===== src/rtl/core/swmf_pkg.sv =====
// ----------------------------------------------------------------------------
// swmf_pkg
// Shared types and constants of the sliding window maximum filter.
// ----------------------------------------------------------------------------
package swmf_pkg;

  localparam int DATA_WIDTH  = 32;
  localparam int WINDOW_MAX  = 64;
  localparam int IDX_W       = $clog2(WINDOW_MAX);
  localparam int CNT_W       = $clog2(WINDOW_MAX + 1);
  localparam int POS_W       = 8;
  localparam int WS_W        = 7;
  localparam int QUEUE_DEPTH = 4;
  localparam int QPTR_W      = $clog2(QUEUE_DEPTH);
  localparam int QCNT_W      = $clog2(QUEUE_DEPTH + 1);
  localparam int CFG_ADDR_W  = 3;
  localparam int CFG_DATA_W  = 32;
  localparam int REG_IDX_W   = CFG_ADDR_W - 2;

  localparam logic [REG_IDX_W-1:0] REG_WINDOW_SIZE = 1'b0;
  localparam logic [WS_W-1:0]      WS_RESET        = 7'd1;

  typedef struct packed {
    logic signed [DATA_WIDTH-1:0] sample;
    logic                         first;
    logic                         last;
  } item_t;

  typedef struct packed {
    logic signed [DATA_WIDTH-1:0] window_max;
    logic                         last_window;
  } result_t;

  typedef struct packed {
    logic [POS_W-1:0]             pos;
    logic signed [DATA_WIDTH-1:0] value;
  } entry_t;

  typedef enum logic [2:0] {
    S_IDLE,
    S_EXPIRE,
    S_POP,
    S_PUSH,
    S_EMIT
  } eng_state_t;

  typedef struct packed {
    eng_state_t       state;
    logic [CNT_W-1:0] count;
  } eng_status_t;

endpackage


===== src/rtl/core/swmf_queue.sv =====
// ----------------------------------------------------------------------------
// swmf_queue
// Front end: accepts input words into a short queue ahead of the deque engine.
// ----------------------------------------------------------------------------
module swmf_queue (
  input  logic           clk,
  input  logic           rst_n,
  input  logic           in_valid,
  output logic           in_ready,
  input  swmf_pkg::item_t in_item,
  output logic           q_valid,
  input  logic           q_pop,
  output swmf_pkg::item_t q_item
);
  import swmf_pkg::*;

  item_t             store [QUEUE_DEPTH];
  logic [QPTR_W-1:0] wr_ptr_r, wr_ptr_nxt;
  logic [QPTR_W-1:0] rd_ptr_r, rd_ptr_nxt;
  logic [QCNT_W-1:0] fill_r, fill_nxt;
  logic              push, pop;

  assign in_ready = (fill_r != QCNT_W'(QUEUE_DEPTH));
  assign q_valid  = (fill_r != '0);
  assign q_item   = store[rd_ptr_r];
  assign push     = in_valid && in_ready;
  assign pop      = q_pop && q_valid;

  always_comb begin
    wr_ptr_nxt = push ? wr_ptr_r + QPTR_W'(1) : wr_ptr_r;
    rd_ptr_nxt = pop ? rd_ptr_r + QPTR_W'(1) : rd_ptr_r;
    fill_nxt   = fill_r + QCNT_W'(push) - QCNT_W'(pop);
  end

  always_ff @(posedge clk) begin
    if (!rst_n) begin
      wr_ptr_r <= '0;
      rd_ptr_r <= '0;
      fill_r   <= '0;
    end else begin
      wr_ptr_r <= wr_ptr_nxt;
      rd_ptr_r <= rd_ptr_nxt;
      fill_r   <= fill_nxt;
    end
  end

  always_ff @(posedge clk) begin
    if (push) begin
      store[wr_ptr_r] <= in_item;
    end
  end

endmodule


===== src/rtl/core/swmf_engine.sv =====
// ----------------------------------------------------------------------------
// swmf_engine
// Back end: monotonic deque in a single-port-read memory, one pop per cycle.
// ----------------------------------------------------------------------------
module swmf_engine (
  input  logic                          clk,
  input  logic                          rst_n,
  input  logic [swmf_pkg::WS_W-1:0]     window_size,
  input  logic                          q_valid,
  input  swmf_pkg::item_t               q_item,
  output logic                          q_pop,
  output logic                          out_valid,
  input  logic                          out_ready,
  output swmf_pkg::result_t             out_result,
  output swmf_pkg::eng_status_t         status
);
  import swmf_pkg::*;

  eng_state_t                   state_r, state_nxt;
  logic [IDX_W-1:0]             fp_r, fp_nxt;
  logic [CNT_W-1:0]             cnt_r, cnt_nxt;
  logic [POS_W-1:0]             pos_r, pos_nxt;
  logic [CNT_W-1:0]             seen_r, seen_nxt;
  logic signed [DATA_WIDTH-1:0] val_r, val_nxt;
  logic                         last_r, last_nxt;
  logic                         direct_r, direct_nxt;
  logic                         out_valid_r, out_valid_nxt;
  result_t                      out_res_r, out_res_nxt;

  entry_t           mem [WINDOW_MAX];
  entry_t           rd_q_r;
  logic [IDX_W-1:0] rd_addr;
  logic [IDX_W-1:0] wr_addr;
  logic             mem_we;

  logic [CNT_W-1:0] k_eff;
  logic [POS_W-1:0] age;
  logic             expire, pop_hit, full, emit, out_free;
  logic [IDX_W-1:0] fp_exp, fp_push;
  logic [CNT_W-1:0] cnt_exp, cnt_push, seen_inc;

  always_comb begin
    if (window_size == '0) begin
      k_eff = CNT_W'(1);
    end else if (CNT_W'(window_size) > CNT_W'(WINDOW_MAX)) begin
      k_eff = CNT_W'(WINDOW_MAX);
    end else begin
      k_eff = CNT_W'(window_size);
    end
  end

  assign age      = pos_r - rd_q_r.pos;
  assign expire   = (cnt_r != '0) && (age >= POS_W'(k_eff));
  assign fp_exp   = fp_r + IDX_W'(expire);
  assign cnt_exp  = cnt_r - CNT_W'(expire);
  assign pop_hit  = (cnt_r != '0) && (rd_q_r.value <= val_r);
  assign full     = (cnt_r == CNT_W'(WINDOW_MAX));
  assign fp_push  = fp_r + IDX_W'(full);
  assign cnt_push = cnt_r - CNT_W'(full);
  assign seen_inc = (seen_r < CNT_W'(WINDOW_MAX)) ? seen_r + CNT_W'(1) : seen_r;
  assign emit     = (seen_inc >= k_eff);
  assign out_free = !out_valid_r || out_ready;

  // next state
  always_comb begin
    state_nxt = state_r;
    case (state_r)
      S_IDLE: begin
        if (q_valid) begin
          state_nxt = S_EXPIRE;
        end
      end
      S_EXPIRE: begin
        state_nxt = S_POP;
      end
      S_POP: begin
        if (!pop_hit) begin
          state_nxt = S_PUSH;
        end
      end
      S_PUSH: begin
        state_nxt = emit ? S_EMIT : S_IDLE;
      end
      S_EMIT: begin
        if (out_free) begin
          state_nxt = S_IDLE;
        end
      end
      default: begin
        state_nxt = S_IDLE;
      end
    endcase
  end

  // datapath and outputs
  always_comb begin
    fp_nxt        = fp_r;
    cnt_nxt       = cnt_r;
    pos_nxt       = pos_r;
    seen_nxt      = seen_r;
    val_nxt       = val_r;
    last_nxt      = last_r;
    direct_nxt    = direct_r;
    out_valid_nxt = out_valid_r;
    out_res_nxt   = out_res_r;
    rd_addr       = fp_r;
    wr_addr       = fp_push + cnt_push[IDX_W-1:0];
    mem_we        = 1'b0;
    q_pop         = 1'b0;

    if (out_valid_r && out_ready) begin
      out_valid_nxt = 1'b0;
    end

    case (state_r)
      S_IDLE: begin
        if (q_valid) begin
          q_pop    = 1'b1;
          val_nxt  = q_item.sample;
          last_nxt = q_item.last;
          if (q_item.first) begin
            fp_nxt   = '0;
            cnt_nxt  = '0;
            pos_nxt  = '0;
            seen_nxt = '0;
          end
        end
      end
      S_EXPIRE: begin
        fp_nxt  = fp_exp;
        cnt_nxt = cnt_exp;
        rd_addr = fp_exp + cnt_exp[IDX_W-1:0] - IDX_W'(1);
      end
      S_POP: begin
        if (pop_hit) begin
          cnt_nxt = cnt_r - CNT_W'(1);
          rd_addr = fp_r + cnt_r[IDX_W-1:0] - IDX_W'(2);
        end
      end
      S_PUSH: begin
        mem_we     = 1'b1;
        fp_nxt     = fp_push;
        cnt_nxt    = cnt_push + CNT_W'(1);
        pos_nxt    = pos_r + POS_W'(1);
        seen_nxt   = seen_inc;
        // empty deque: the new sample is the front, memory read would be stale
        direct_nxt = (cnt_push == '0);
        rd_addr    = fp_push;
      end
      S_EMIT: begin
        if (out_free) begin
          out_valid_nxt           = 1'b1;
          out_res_nxt.window_max  = direct_r ? val_r : rd_q_r.value;
          out_res_nxt.last_window = last_r;
        end
      end
      default: begin
      end
    endcase
  end

  always_ff @(posedge clk) begin
    if (!rst_n) begin
      state_r     <= S_IDLE;
      fp_r        <= '0;
      cnt_r       <= '0;
      pos_r       <= '0;
      seen_r      <= '0;
      out_valid_r <= 1'b0;
    end else begin
      state_r     <= state_nxt;
      fp_r        <= fp_nxt;
      cnt_r       <= cnt_nxt;
      pos_r       <= pos_nxt;
      seen_r      <= seen_nxt;
      out_valid_r <= out_valid_nxt;
    end
  end

  always_ff @(posedge clk) begin
    val_r     <= val_nxt;
    last_r    <= last_nxt;
    direct_r  <= direct_nxt;
    out_res_r <= out_res_nxt;
  end

  always_ff @(posedge clk) begin
    if (mem_we) begin
      mem[wr_addr] <= '{pos: pos_r, value: val_r};
    end
    rd_q_r <= mem[rd_addr];
  end

  assign out_valid    = out_valid_r;
  assign out_result   = out_res_r;
  assign status.state = state_r;
  assign status.count = cnt_r;

endmodule


===== src/rtl/core/sliding_window_max_filter_core.sv =====
// ----------------------------------------------------------------------------
// sliding_window_max_filter_core
// Streaming running maximum over a configurable window of signed samples.
// ----------------------------------------------------------------------------
// Input words arrive on in_t* (tdata = sample, tuser = first, tlast = last);
// first opens a new array. Results leave on out_t* (tdata = window maximum,
// tlast = result of the array's final sample). A sample gives a result only
// once window_size samples of its array have been seen.
// window_size is written over the APB port at address 0 while the stream is
// idle; 0 acts as 1 and values above 64 act as 64.
// Input words go into a 4-word queue; the deque engine takes one word at a
// time and steps it through take, expire, pop and push, and then emit when
// it gives a result; in the pop step it pops deque entries one per cycle
// (single memory read port). Each sample is popped at most once.
// Reset clears the deque, the counters, the queue and sets window_size to 1.
// A stalled output holds its word; the engine waits and the queue fills,
// then in_tready drops.
// ----------------------------------------------------------------------------
module sliding_window_max_filter_core (
  input  logic                                clk,
  input  logic                                rst_n,
  input  logic                                in_tvalid,
  output logic                                in_tready,
  input  logic [swmf_pkg::DATA_WIDTH-1:0]     in_tdata,   // [31:0] sample
  input  logic                                in_tuser,   // [0] first
  input  logic                                in_tlast,   // last
  output logic                                out_tvalid,
  input  logic                                out_tready,
  output logic [swmf_pkg::DATA_WIDTH-1:0]     out_tdata,  // [31:0] window_max
  output logic                                out_tlast,  // last_window
  input  logic                                cfg_psel,
  input  logic                                cfg_penable,
  input  logic                                cfg_pwrite,
  input  logic [swmf_pkg::CFG_ADDR_W-1:0]     cfg_paddr,
  input  logic [swmf_pkg::CFG_DATA_W-1:0]     cfg_pwdata,
  output logic [swmf_pkg::CFG_DATA_W-1:0]     cfg_prdata,
  output logic                                cfg_pready
);
  import swmf_pkg::*;

  logic [WS_W-1:0]      window_size_r, window_size_nxt;
  logic [REG_IDX_W-1:0] reg_idx;
  logic                 cfg_wr;

  item_t       in_item, q_item;
  logic        q_valid, q_pop;
  result_t     out_result;
  eng_status_t eng_status;

  assign cfg_pready = 1'b1;
  assign reg_idx    = cfg_paddr[CFG_ADDR_W-1:2];
  assign cfg_wr     = cfg_psel && cfg_penable && cfg_pwrite && cfg_pready;
  assign cfg_prdata = (reg_idx == REG_WINDOW_SIZE) ? CFG_DATA_W'(window_size_r) : '0;

  always_comb begin
    window_size_nxt = window_size_r;
    if (cfg_wr && (reg_idx == REG_WINDOW_SIZE)) begin
      window_size_nxt = cfg_pwdata[WS_W-1:0];
    end
  end

  always_ff @(posedge clk) begin
    if (!rst_n) begin
      window_size_r <= WS_RESET;
    end else begin
      window_size_r <= window_size_nxt;
    end
  end

  assign in_item.sample = in_tdata;
  assign in_item.first  = in_tuser;
  assign in_item.last   = in_tlast;

  swmf_queue u_queue (
    .clk      (clk),
    .rst_n    (rst_n),
    .in_valid (in_tvalid),
    .in_ready (in_tready),
    .in_item  (in_item),
    .q_valid  (q_valid),
    .q_pop    (q_pop),
    .q_item   (q_item)
  );

  swmf_engine u_engine (
    .clk         (clk),
    .rst_n       (rst_n),
    .window_size (window_size_r),
    .q_valid     (q_valid),
    .q_item      (q_item),
    .q_pop       (q_pop),
    .out_valid   (out_tvalid),
    .out_ready   (out_tready),
    .out_result  (out_result),
    .status      (eng_status)
  );

  assign out_tdata = out_result.window_max;
  assign out_tlast = out_result.last_window;

  a_count_bound: assert property (@(posedge clk) disable iff (!rst_n)
    eng_status.count <= CNT_W'(WINDOW_MAX))
    else $error("deque count above depth");

  a_result_from_emit: assert property (@(posedge clk) disable iff (!rst_n)
    $rose(out_tvalid) |-> $past(eng_status.state == S_EMIT))
    else $error("result word raised outside emit step");

  a_ws_reset: assert property (@(posedge clk)
    !rst_n |=> (window_size_r == WS_RESET))
    else $error("window_size not restored by reset");

endmodule

===== config.mk =====
export PLATFORM = sky130hd
export DESIGN_NAME = sliding_window_max_filter_core
export DESIGN_NICKNAME = d
export VERILOG_FILES = /design/src/rtl/core/swmf_pkg.sv /design/src/rtl/core/swmf_queue.sv /design/src/rtl/core/swmf_engine.sv /design/src/rtl/core/sliding_window_max_filter_core.sv
export SDC_FILE = /design/constraint.sdc
export NUM_CORES = 2
export LEC_CHECK = 0
export BUFFER_PORTS_ARGS = -buffer_cell sky130_fd_sc_hd__buf_2
export CAP_MARGIN = 40
export CORE_ASPECT_RATIO = 1.75
export CORE_MARGIN = 8
export CORE_UTILIZATION = 30
export DETAILED_ROUTE_END_ITERATION = 6
export MAX_ROUTING_LAYER = met4
export PLACE_DENSITY = 0.42
export SYNTH_ARGS = -nofsm -noshare
export SYNTH_HDL_FRONTEND = slang
export SYNTH_SLANG_ARGS = --single-unit

===== constraint.sdc =====
create_clock -name clk -period 6.6 [get_ports clk]
set_clock_uncertainty 0.1 [all_clocks]
set_input_delay 0.66 -clock clk [delete_from_list [all_inputs] [get_ports clk]]
set_output_delay 0.66 -clock clk [all_outputs]
set_load 0.02 [all_outputs]

# [Word-level counts from Yosys, hierarchy flattened]
# Memory sizes are Yosys's and may differ from the RTL's. A register that Yosys moved wholly into a read port is not among the register bits.
# Cells that the tools add are included.
[totals] register_bits=113 ram_bits=2696 in_bits=76 output_inout_bits=68 word_cells=111 mem_count=2
[memory_table] memory="u_engine.mem" words=64 word_bits=40 rd=1 rd_clocked_by_memory_dff=1 write_ports=1 line_no="swmf_engine.sv:30" rtl="entry_t mem [WINDOW_MAX];"
[memory_table] memory="u_queue.store" words=4 word_bits=34 rd=1 rd_clocked_by_memory_dff=1 write_ports=1 line_no="swmf_queue.sv:17" rtl="item_t store [QUEUE_DEPTH];"
[classes] addsub=18 n_lt_le_gt_ge=5 eq_ne=11 mux=35 bitwise=1 reduce_logical=24
[op_table] cell="7-bit 2-to-1 mux" count=7
[op_table] cell="6-bit case mux with 3 select lines" count=2
[op_table] cell="32-bit <= comparator" count=1
[op_table] cell="32-bit 2-to-1 mux" count=1
[op_table] cell="7-bit case mux with 4 select lines" count=1
[op_table] cell="6-bit adder" count=3
[op_table] cell="6-bit 2-to-1 mux" count=3
[op_table] cell="8-bit 2-to-1 mux" count=2
[op_table] cell="8-bit case mux with 2 select lines" count=1
[op_table] cell="3-bit case mux with 5 select lines" count=1
[op_table] cell="7-bit by 1-bit adder with 7-bit output, second input constant" count=2
[op_table] cell="7-bit logical NOT" count=2
[op_table] cell="7-bit case mux with 2 select lines" count=1
[op_table] cell="7-bit by 1-bit subtractor with 7-bit output" count=2
[op_table] cell="6-bit by 1-bit adder with 6-bit output" count=2
[op_table] cell="3-bit 2-to-1 mux" count=4
[op_table] cell="1-bit 2-to-1 mux" count=10
[op_table] cell="3-bit AND reduction" count=3
[op_table] cell="8-bit by 1-bit adder with 8-bit output, second input constant" count=1
[op_table] cell="8-bit by 7-bit greater-or-equal comparator with 1-bit output" count=1
[op_table] cell="1-bit logical AND" count=8
[op_table] cell="8-bit subtractor" count=1
[op_table] cell="7-bit equality test, second input constant" count=1
[op_table] cell="7-bit greater-or-equal comparator" count=1
[op_table] cell="25 further kinds" count=33

# [Logic depth before layout (Yosys ltp)]
[logic_depth] depth_word=9 ltp_mapped=37 ltp_nobuf=34

# [Cells and area by module]
# A second synthesis with hierarchy kept.
[unflattened] cells_unflattened=6043 hier_area_um2=111819.7
[by_module_without_submodules] mod="swmf_engine" n_inst=1 cells_per_inst=5751 area_each_um2=105835.3 seq_area_each_um2=80327.0
[by_module_without_submodules] mod="swmf_queue" n_inst=1 cells_per_inst=226 area_each_um2=5427.7 seq_area_each_um2=4264.1
[by_module_without_submodules] mod="sliding_window_max_filter_core" n_inst=1 cells_per_inst=66 area_each_um2=556.8 seq_area_each_um2=140.1

# [Worst setup path after synthesis]
# Ideal clock, no wire load.
[synth_path] path_type="register to register" start="register u_engine.pos_r[0]" end="register, netlist name u_engine.rd_q_r[32]" setup_ns=0.074 arrival_ns=7.151 t_required_ns=6.426 path_slack_ns=-0.725 path_stages_with_launch=36 path_buffers=3 synth_period_minus_slack_ns=7.325 cell_sequence="dfxtp_1 -> inv_1 -> ha_1 -> inv_1 -> fa_1 -> ha_1 -> a21o_1 -> a21o_1 -> a21oi_1 -> nor2b_1 -> o21ai_0 -> nand2b_1 -> a21oi_1 -> a21boi_0 -> ha_1 -> ha_1 -> inv_1 -> ha_1 -> inv_1 -> ha_1 -> inv_1 -> fa_1 -> a22oi_1 -> nor3_1 -> a21boi_0 -> o211ai_1 -> and3_1 -> buf_2 -> nand2_1 -> nand2_1 -> buf_2 -> buf_1 -> o22ai_1 -> nor4_1 -> or4_1 -> a31oi_1"
[synth_between] elab_chain_len=7 word_cells_on_any_way=8 classes_between="add/sub: 5; order compare: 1; mux: 1; reduce/logical: 1"
[synth_lines] element="start, declared" line_no="swmf_engine.sv:22" rtl="logic [POS_W-1:0] pos_r, pos_nxt;"
[synth_lines] element="start signal, assigned" line_no="swmf_engine.sv:174" rtl="pos_r <= pos_nxt;"
[synth_lines] element="8-bit subtractor (*)" line_no="swmf_engine.sv:52" rtl="assign age = pos_r - rd_q_r.pos;"
[synth_lines] element="8-bit by 7-bit greater-or-equal comparator with 1-bit output (*)" line_no="swmf_engine.sv:53" rtl="assign expire = (cnt_r != '0) && (age >= POS_W'(k_eff));"
[synth_lines] element="1-bit logical AND (*)" line_no="swmf_engine.sv:53"
[synth_lines] element="7-bit by 1-bit subtractor with 7-bit output or 6-bit by 1-bit adder with 6-bit output (tied branches)" line_no="swmf_engine.sv:55, swmf_engine.sv:54"
[synth_lines] element="6-bit adder (*)" line_no="swmf_engine.sv:132" rtl="rd_addr = fp_exp + cnt_exp[IDX_W-1:0] - IDX_W'(1);"
[synth_lines] element="6-bit by 1-bit subtractor with 6-bit output (*)" line_no="swmf_engine.sv:132"
[synth_lines] element="6-bit case mux with 3 select lines (*)" line_no="swmf_engine.sv:115" rtl="case (state_r)"
# Mark *: on every way between the ends. The rest lies on a longest branch, timed or not.
# A chain may end at the register's enable or synchronous reset.

# [Worst setup path after layout]
[layout_path] start="register u_engine.pos_r[0]" end="register, netlist name u_engine.rd_q_r[36]"
[layout_between] elab_chain_len=7 word_cells_on_any_way=8 classes_between="add/sub: 5; order compare: 1; mux: 1; reduce/logical: 1"
[layout_lines] element="8-bit subtractor (*)" line_no="swmf_engine.sv:52"
[layout_lines] element="8-bit by 7-bit greater-or-equal comparator with 1-bit output (*)" line_no="swmf_engine.sv:53"
[layout_lines] element="1-bit logical AND (*)" line_no="swmf_engine.sv:53"
[layout_lines] element="7-bit by 1-bit subtractor with 7-bit output or 6-bit by 1-bit adder with 6-bit output (tied branches)" line_no="swmf_engine.sv:55, swmf_engine.sv:54"
[layout_lines] element="6-bit adder (*)" line_no="swmf_engine.sv:132"
[layout_lines] element="6-bit by 1-bit subtractor with 6-bit output (*)" line_no="swmf_engine.sv:132"
[layout_lines] element="6-bit case mux with 3 select lines (*)" line_no="swmf_engine.sv:115"
# Marked as above.

==> insert_results.sql <==
INSERT INTO impl_metrics (metric_group, metric, value, unit) VALUES
('sta', 'fin_crit_sh', '1.04', ''),
('yosys', 'yosys.area.top_type_share', '0.740', ''),
('setup_path', 'critPathMaxFanout', '7', ''),
('run_status', 'violations', 'setup timing', ''),
('global_routing', 'first_global_vias', '69600', ''),
('global_routing', 'global_route.peak_usage_layer', 'met2', ''),
('sta', 'setup_ws', '-0.269', 'ns'),
('yosys', 'ys_seq_area_frac', '0.756', ''),
('detailed_routing', 'detailroute.via_count', '67300', ''),
('sta', 'setup_viol', '38', ''),
('yosys', 'synthTopCellsByCount', 'edfxtp_1, nand2_1, mux2i_1, a21oi_1, o22ai_1', ''),
('cts', 'clock_tree_from_tritoncts', 'done', ''),
('yosys', 'ys.warnings.count', '0', ''),
('floorplanning', 'io_pins', '144', ''),
('floorplanning', 'row_count', '297', ''),
('setup_path', 'arrival', '7.59', 'ns'),
('hold_path', 'hold_path_class', 'primary input to register', ''),
('cts', 'ctsLongestPathBuffers', '4', ''),
('cts', 'clock_insertion_delay_worst_skew', '0.89', 'ns'),
('yosys', 'postSynthRegisterBits', '2851', ''),
('place', 'port-buffer-count', '90', ''),
('yosys', 'synth.area.top_cells', 'edfxtp_1, mux2i_1, nand2_1', ''),
('global_routing', 'antenna_found_initial', '16', ''),
('yosys', 'syn_inst', '7060', ''),
('yosys', 'synth_edf_count', '2763', ''),
('yosys', 'synth.distinct_cells', '85', ''),
('sta', 'finalSetupTns', '-5.58', 'ns'),
('cells_and_area', 'proportion_of_layout_cells_with_a_drive_suffix_above_1', '0.252', ''),
('cts', 'cts_root_buf', 'clkbuf_16', ''),
('place', 'dpl_cell_area', '0.126', 'mm^2'),
('sta', 'post-route-min-period', '6.87', 'ns'),
('global_routing', 'grt_first_pass_wirelength', '561000', 'um'),
('cts', 'path_clk_slew', '0.07', 'ns'),
('place', 'gpl.final_weighted_congestion', '0.851', ''),
('global_routing', 'groute.layer.met3.usage', '0.0196', ''),
('setup_path', 'cp_slowest_stage_delay', '0.61', 'ns'),
('sta', 'setup_repair_after_global_routing_missed_its_margin', 'true', ''),
('global_routing', 'globalRouteTotalUtil', '0.205', ''),
('floorplanning', 'die-height', '825', 'um'),
('setup_path', 'cp_slowest_cell', 'or4_4', ''),
('cts', 'clock_net_sink_count', '2851', ''),
('cells_and_area', 'stdcell_count', '13100', ''),
('cells_and_area', 'area_growth_syn_to_layout', '25.9', '%'),
('global_routing', 'global_route.usage.met1', '0.224', ''),
('detailed_routing', 'detail_route.vias_per_cell', '5.12', ''),
('sta', 'timing_max_transition_violations_final', '0', ''),
('cts', 'htreeDepth', '5', ''),
('floorplanning', 'dieArea', '0.394', 'mm^2'),
('setup_path', 'crit_type', 'register to register', ''),
('floorplanning', 'initial_core_util', '0.301', ''),
('run_status', 'result_of_the_run', 'finished, violations left', ''),
('setup_path', 'cp.required', '7.32', 'ns'),
('sta', 'tightestPinTransition', '0.990', 'ns'),
('detailed_routing', 'overall_routed_net_length', '408000', 'um'),
('floorplanning', 'core_area', '0.373', 'mm^2'),
('setup_path', 'startpoint_type', 'register', ''),
('cells_and_area', 'final_area', '0.141', 'mm^2'),
('sta', 'slew_headroom', '0.340', ''),
('detailed_routing', 'drt-pass1-iter-count', '7', ''),
('detailed_routing', 'route.antenna.remaining_nets', '0', ''),
('floorplanning', 'fp.dieW', '478', 'um'),
('global_routing', 'use_met2', '0.393', ''),
('detailed_routing', 'drt_iter0_drc', '4955', ''),
('sta', 'fmax', '0.146', 'GHz'),
('setup_path', 'critPathCaptureType', 'register', ''),
('place', 'post-dp-hpwl', '256000', 'um'),
('yosys', 'yosys.area.top_type', 'edfxtp_1', ''),
('cells_and_area', 'finalNetCount', '8186', ''),
('yosys', 'ys_async_sr_fraction', '0', ''),
('cts', 'cts-buffers-inserted', '273', ''),
('detailed_routing', 'wl_per_cell', '31.1', 'um'),
('detailed_routing', 'drc', '0', ''),
('sta', 'timing.final.hold_violations', '0', ''),
('yosys', 'dominant_register_cell_in_the_synthesized_netlist', 'edfxtp_1', ''),
('global_routing', 'grt_start_max_net_pins', '114', ''),
('yosys', 'avgSynthCellArea', '15.9', 'um^2'),
('job', 'max-cap-violations', '0', ''),
('place', 'placed_cells', '12500', ''),
('yosys', 'cell_area_after_synthesis', '0.112', 'mm^2'),
('yosys', 'synth.most_common_cell', 'edfxtp_1', ''),
('global_routing', 'grt_overflow_total', '0', '');
[layout make-up]
cell class                 count  area (um^2)
multi-input combinational   3730        29100
timing repair buffer        1076        11900
inverter                      82          315
fill                       34600       232000
tap                         4933         6170
clock inverter               121         1330
clock buffer                 349         7440
sequential                  2851        84700
antenna                        5         12.5
[path summary, 6_finish.rpt]
check                                               startpoint                          endpoint  slack (ns)  depth (start not counted)
worst min-delay path                                 in_tvalid  u_queue.wr_ptr_r[0]$_SDFFE_PN0P_        0.28                          4
worst min register to register       u_engine.last_r$_DFFE_PP_  u_engine.out_result[0]$_DFFE_PP_        0.32                          0
worst max-delay path            u_engine.pos_r[0]$_SDFFE_PN0P_       u_engine.rd_q_r[36]$_DFF_P_       -0.27                         36
worst max register to register  u_engine.pos_r[0]$_SDFFE_PN0P_       u_engine.rd_q_r[36]$_DFF_P_       -0.27                         36
[state kept, by name, summed over array words and instances (netlist names), 8 cells and up, named ones only]
signal	flops
u_engine.mem	2560
u_engine.out_result	33
u_engine.pos_r	8
u_engine.rd_q_r	40
u_engine.val_r	32
u_queue.store	136
[cells by family after synthesis]
group | Yosys count | share of synthesized area
xor+xnor | 60 | 0.00493
fa+ha+maj | 96 | 0.0111
simple gates | 1544 | 0.0615
mux | 885 | 0.0849
compound gates | 1119 | 0.0592
other cells | 2 | 0.0000670
flops | 2851 | 0.756
buf+inv | 503 | 0.0223
[layout by cell type, fill, tap and decap left out, types with 33 or more instances in the layout]
cell           Yosys  final
a21oi_1          457    309
a21oi_2            0    113
a21oi_4            0     35
buf_12             0    226
buf_16             0     33
buf_2            153     90
buf_4             94    595
buf_6              8     68
clkbuf_1         126     57
clkbuf_16          0    287
clkinv_1           1     45
clkinv_2           0     37
dfxtp_1           88     77
dlygate4sd3_1      0     44
edfxtp_1        2763   2763
ha_1              91     82
inv_1             81     75
mux2i_1          804    804
mux4_2            49     49
nand2_1          989    981
nand3_1           45     43
nor2_1           141     71
nor2_4             1     67
nor4_1           199    107
nor4_2             1     74
o21ai_0           94     62
o22ai_1          383    288
o22ai_2            0     52
o22ai_4            1     44
[what timing repair did]
action / CTS / global route
resized for setup: 599 / 279
cloned: 27 / 3
setup buffers: 102 / 36
hold buffers: 44 / 0
setup endpoints to repair: 40 / 40
pin swaps: 131 / 113
endpoints found under the hold margin: 146 / 0
[through the flow]
stage,setup WS [ns],utilization,hold WS [ns]
2_1_floorplan,0.00877,-,0.300
3_3_place_gp,-1.96,0.336,0.339
3_5_place_dp,-1.23,0.337,0.335
4_1_cts,-0.313,0.374,0.214
5_1_grt,-0.502,0.379,0.264
6_report,-0.269,0.379,0.283
[metal layers]
metal  vias to the layer above  wire length [um]
met5                         -                 0
met4                         0             15000
met3                       627             15400
met2                      1872            226000
met1                     35500            152000
li1                      29200                 -
[worst max-delay path: cells and delay by family, from the launching register on]
family	cells	cell delay, ns
AO/OA/AOI/OAI	10	1.73
AND/OR/NAND/NOR	7	1.32
buffers and inverters	11	1.06
adder cells (fa/ha/maj)	8	2.21
flip-flops	1	0.36
Power is left out: the tool's default activity adds up to more than one toggle a clock period on the data nets, which glitch-free logic cannot reach.
